$ cat src/design/e2q_pkg.sv
// e2q_pkg: shared types and constants for the euler to quaternion block
// no dependencies
`default_nettype none
package e2q_pkg;

    localparam int MAX_STAGES = 24;

    localparam longint HALF_PI_Q30    = 64'sd1686629713;
    localparam longint QUARTER_PI_Q30 = 64'sd843314856;
    localparam longint GAIN_Q30       = 64'sd652032874;
    localparam longint GAIN_CORR_Q30  = 64'sd434688583;
    localparam int     Q14_ONE        = 16384;

    localparam logic [31:0] ATAN_Q30 [MAX_STAGES] = '{
        32'h3243F6A8, 32'h1DAC6705, 32'h0FADBAFC, 32'h07F56EA6, 32'h03FEAB76, 32'h01FFD55B,
        32'h00FFFAAA, 32'h007FFF55, 32'h003FFFEA, 32'h001FFFFD, 32'h000FFFFF, 32'h0007FFFF,
        32'h0003FFFF, 32'h0001FFFF, 32'h0000FFFF, 32'h00007FFF, 32'h00003FFF, 32'h00001FFF,
        32'h00000FFF, 32'h000007FF, 32'h000003FF, 32'h000001FF, 32'h000000FF, 32'h0000007F
    };

    typedef struct packed {
        logic signed [15:0] roll_angle;
        logic signed [15:0] pitch_angle;
        logic signed [15:0] yaw_angle;
    } t_angles;

    typedef struct packed {
        logic signed [15:0] quat_x;
        logic signed [15:0] quat_y;
        logic signed [15:0] quat_z;
        logic signed [15:0] quat_scalar;
    } t_quat;

    // one rotation lane: cordic vector, residual angle and quadrant
    typedef struct packed {
        logic signed [32:0] x;
        logic signed [32:0] y;
        logic signed [31:0] z;
        logic [2:0]         q;
    } t_rot;

    // lane 0 roll, lane 1 pitch, lane 2 yaw
    typedef t_rot [2:0] t_rot3;

endpackage
`default_nettype wire

$ cat src/design/e2q_cordic_cell.sv
// e2q_cordic_cell: one rotation step of the cordic chain for all three lanes
// depends on e2q_pkg
`default_nettype none
module e2q_cordic_cell #(
    parameter int STAGE = 0
) (
    input  wire logic          i_clk,
    input  wire logic          i_en,
    input  wire e2q_pkg::t_rot3 i_data,
    output e2q_pkg::t_rot3     o_data
);

    localparam logic signed [31:0] ANGLE = $signed(e2q_pkg::ATAN_Q30[STAGE]);

    e2q_pkg::t_rot3     n_data;
    logic signed [32:0] dx [3];
    logic signed [32:0] dy [3];

    always_comb begin
        for (int l = 0; l < 3; l++) begin
            dx[l] = i_data[l].y >>> STAGE;
            dy[l] = i_data[l].x >>> STAGE;
            n_data[l].q = i_data[l].q;
            if (!i_data[l].z[31]) begin
                n_data[l].x = i_data[l].x - dx[l];
                n_data[l].y = i_data[l].y + dy[l];
                n_data[l].z = i_data[l].z - ANGLE;
            end else begin
                n_data[l].x = i_data[l].x + dx[l];
                n_data[l].y = i_data[l].y - dy[l];
                n_data[l].z = i_data[l].z + ANGLE;
            end
        end
    end

    always_ff @(posedge i_clk) begin
        if (i_en) begin
            o_data <= n_data;
        end
    end

endmodule
`default_nettype wire

$ cat config.mk
export PLATFORM = sky130hd
export DESIGN_NAME = e2q_cordic_cell
export DESIGN_NICKNAME = d
export VERILOG_FILES = /design/src/design/e2q_pkg.sv /design/src/design/e2q_cordic_cell.sv
export SDC_FILE = /design/constraint.sdc
export NUM_CORES = 1
export LEC_CHECK = 0
export BUFFER_PORTS_ARGS = -buffer_cell sky130_fd_sc_hd__buf_2
export CORE_MARGIN = 1
export CORE_UTILIZATION = 50
export DETAILED_ROUTE_END_ITERATION = 12
export PLACE_DENSITY = 0.75
export SYNTH_ARGS = -nofsm -noshare
export SYNTH_HDL_FRONTEND = slang
export SYNTH_SLANG_ARGS = --single-unit
$ cat constraint.sdc
create_clock -name i_clk -period 7.5 [get_ports i_clk]
set_input_delay 1.5 -clock i_clk [delete_from_list [all_inputs] [get_ports i_clk]]
set_output_delay 1.5 -clock i_clk [all_outputs]
set_load 0.02 [all_outputs]
==> impl_metrics.py <==
metrics = {
    "sta": {
        "grt_setup_unrepaired": "false",
        "tns_setup_ps": 0,
        "fin_crit_ps": 4960,
        "timing.final.hold_violations": 0,
        "setup-violations-final": 0,
        "clock.fmax_mhz": 202,
        "fin_crit_sh": 0.661,
        "slew_violations": 0,
        "timing_worst_slew_pin_value_ps": 1060,
        "slew_headroom": 0.296,
    },
    "layout": {
        "mostFrequentLayoutCells": "buf_2, ha_1, a21oi_1",
        "final-seq-area_um2": 9010,
        "final_layout_size_suffix_gt1_frac": 0.189,
        "synthToLayoutAreaGrowth_pct": 16.4,
        "top_register": "o_data",
        "flip_flop_count_of_the_largest_register_after_layout": 300,
        "finalNetCount": 4518,
        "final_common_cell": "buf_2",
        "multi_input_comb_area_um2": 18400,
        "finish.instance_area_um2": 34000,
        "num-fill-cells": 5247,
        "largest_registers": "o_data x300",
    },
    "run": {
        "drv.max_cap_violation_count": 0,
    },
    "routing": {
        "detail_route.first_pass.iterations": 8,
        "num_vias": 27438,
        "routed_wire_length_per_instance_um": 20.8,
        "routed_wirelength_um": 96200,
        "ant_nets": 0,
        "drc": 0,
        "drt-vias-per-instance": 5.92,
        "initialDrtViolationCount": 2462,
    },
    "floorplan": {
        "io_pins": 608,
        "design.core.area_um2": 57700,
        "initial_utilization": 0.507,
        "die_h_um": 244,
        "floorplan.rows": 88,
        "die_x_um": 244,
        "die_area_um2": 59500,
    },
    "setup_path": {
        "critical_path.startpoint_type": "primary input",
        "worst_ep_required_time_ps": 7810,
        "crit_path_end_kind": "flip-flop",
        "critPathMaxFanout": 43,
        "worst-setup-path-type": "in2reg",
        "data_arrival_time_at_the_worst_slack_endpoint_ps": 5270,
    },
    "yosys": {
        "synthDistinctLibCells": 94,
        "synth.top_cells.by_area": "edfxtp_1, ha_1, xnor2_1, a21oi_1, inv_1",
        "postSynth.asyncResetShare": 0,
        "yosysWarnings": 0,
        "mappedNetlistNets": 4000,
        "netlist_instances": 3314,
        "synth_edf_count": 300,
        "syn_area_um2": 29200,
        "synth.largest_area_cell": "edfxtp_1",
        "ys_seq_elements": 300,
        "synth_area_per_cell_um2": 8.82,
        "yosys.area.top_type_share": 0.308,
        "synth_top_flop_cell": "edfxtp_1",
        "post_synthesis_sequential_area_ratio": 0.308,
    },
    "global_routing": {
        "first_global_vias": 25163,
        "grt_start_max_net_pins": 127,
        "grt.total_usage": 0.309,
        "grt_first_pass_wirelength_um": 144000,
        "globalRoute.totalOverflow": 0,
        "antenna_found_initial": 21,
    },
    "min_path": {
        "hold_path.startpoint": "i_data[204]",
        "hold_end": "o_data[204]",
        "min_path_type": "in2reg",
        "timing.hold.worst_path_depth": 1,
    },
    "place": {
        "place_area_um2": 32700,
        "globalplace.congestion": 0.988,
        "post-dp-hpwl_um": 76200,
        "io_port_bufs": 607,
    },
    "pwr": {
        "power.total_mw": 6.87,
        "pwr_density_cell_nw_per_um2": 202,
        "leak_nw": 15.6,
        "vdd.ir_drop.worst_mv": 0.180,
    },
    "clock_network": {
        "clockRootBuffer": "clkbuf_16",
        "path_clk_slew_ps": 50,
        "number_of_buffers_added_by_the_clock_tree_synthesis_step": 37,
        "cts.repair_timing.setup_buffer_count": 0,
        "clock_tree.buffer_depth": 3,
        "cts.sink_count": 300,
        "tritoncts_clock_tree": "yes",
        "htree_num_levels": 2,
        "ctsHoldBuffers": 0,
        "cts_resized": 0,
    },
    "outcome": {
        "run_status": "finished clean",
    },
}
synth_stat cells (all sizes together) (41+ instances only):
cell type and number:
nand3 43, edfxtp 300, inv 325, ha 369
a211oi 41, o21ai 216, o21bai 68, nor2b 44
a21o 134, nand2 157, xnor2 226, clkbuf 85
nor2 256, mux2i 57, nor3 69, a21oi 360
buf 50
routing by layer:
layer | vias to the layer above | wire length, um | GRT usage
met5 | - | 140 | 0
met3 | 203 | 8300 | 0.0622
met4 | 20 | 4110 | 0.125
met2 | 1342 | 43300 | 0.494
li1 | 12977 | - | -
met1 | 12896 | 40300 | 0.407
metrics by stage:
stage / setup WS, ps / util / std cells / hold WS, ps
2_1_floorplan: 2470 / - / 3314 / 1600
6_report: 2540 / 0.590 / 4636 / 1120
3_3_place_gp: 2060 / 0.568 / 4558 / 1680
3_5_place_dp: 1990 / 0.568 / 4558 / 1680
5_1_grt: 2260 / 0.590 / 4632 / 1100
4_1_cts: 2600 / 0.590 / 4626 / 1090
critical path, stage by stage:
cell and delay, ps:
buf_4 410, clkinv_1 390, buf_4 370, ha_1 350
a21o_1 110, a21oi_1 100, o21a_1 220, o31ai_1 260
a21oi_1 150, o31ai_1 600, nand2_1 110, o21ai_0 340
a221oi_1 150, xnor2_1 160
how the worst max path moves through the flow:
stage                      from          end  slack (ps)  cells past startpoint
detailed placement   i_data[34]   o_data[33]        1990                     14
CTS                  i_data[34]   o_data[32]        2600                     14
global route         i_data[34]   o_data[32]        2260                     14
finish               i_data[34]   o_data[33]        2540                     14
floorplan           i_data[236]  o_data[233]        2470                     15
global placement     i_data[34]   o_data[32]        2060                     14
layout make-up:
cell class              instances  share of cell area
multi-input cells            2545               0.541
flip-flops and latches        300               0.265
repair buffers                614              0.0916
inverters                     334              0.0368
clock buffers                  42              0.0290
well taps                     765              0.0281
clock inverters                26             0.00823
diodes                         10            0.000735
where the power goes:
part	leakage, nW	internal [mW]	switching [mW]	total (mW)
clock network	0.610	1.12	0.764	1.89
registers	2.94	2.22	0.102	2.33
logic	12.1	0.941	1.71	2.65
cells by family after synthesis:
| kind of cell | count (synthesis) | share of synthesized area |
|---|---|---|
| mux | 59 | 0.0203 |
| fa+ha+maj | 381 | 0.166 |
| buf+inv | 469 | 0.0623 |
| xor+xnor | 265 | 0.0796 |
| simple gates | 746 | 0.122 |
| compound gates | 1094 | 0.241 |
| flops | 300 | 0.308 |
No activity file was read; power rests on OpenSTA's default activity.
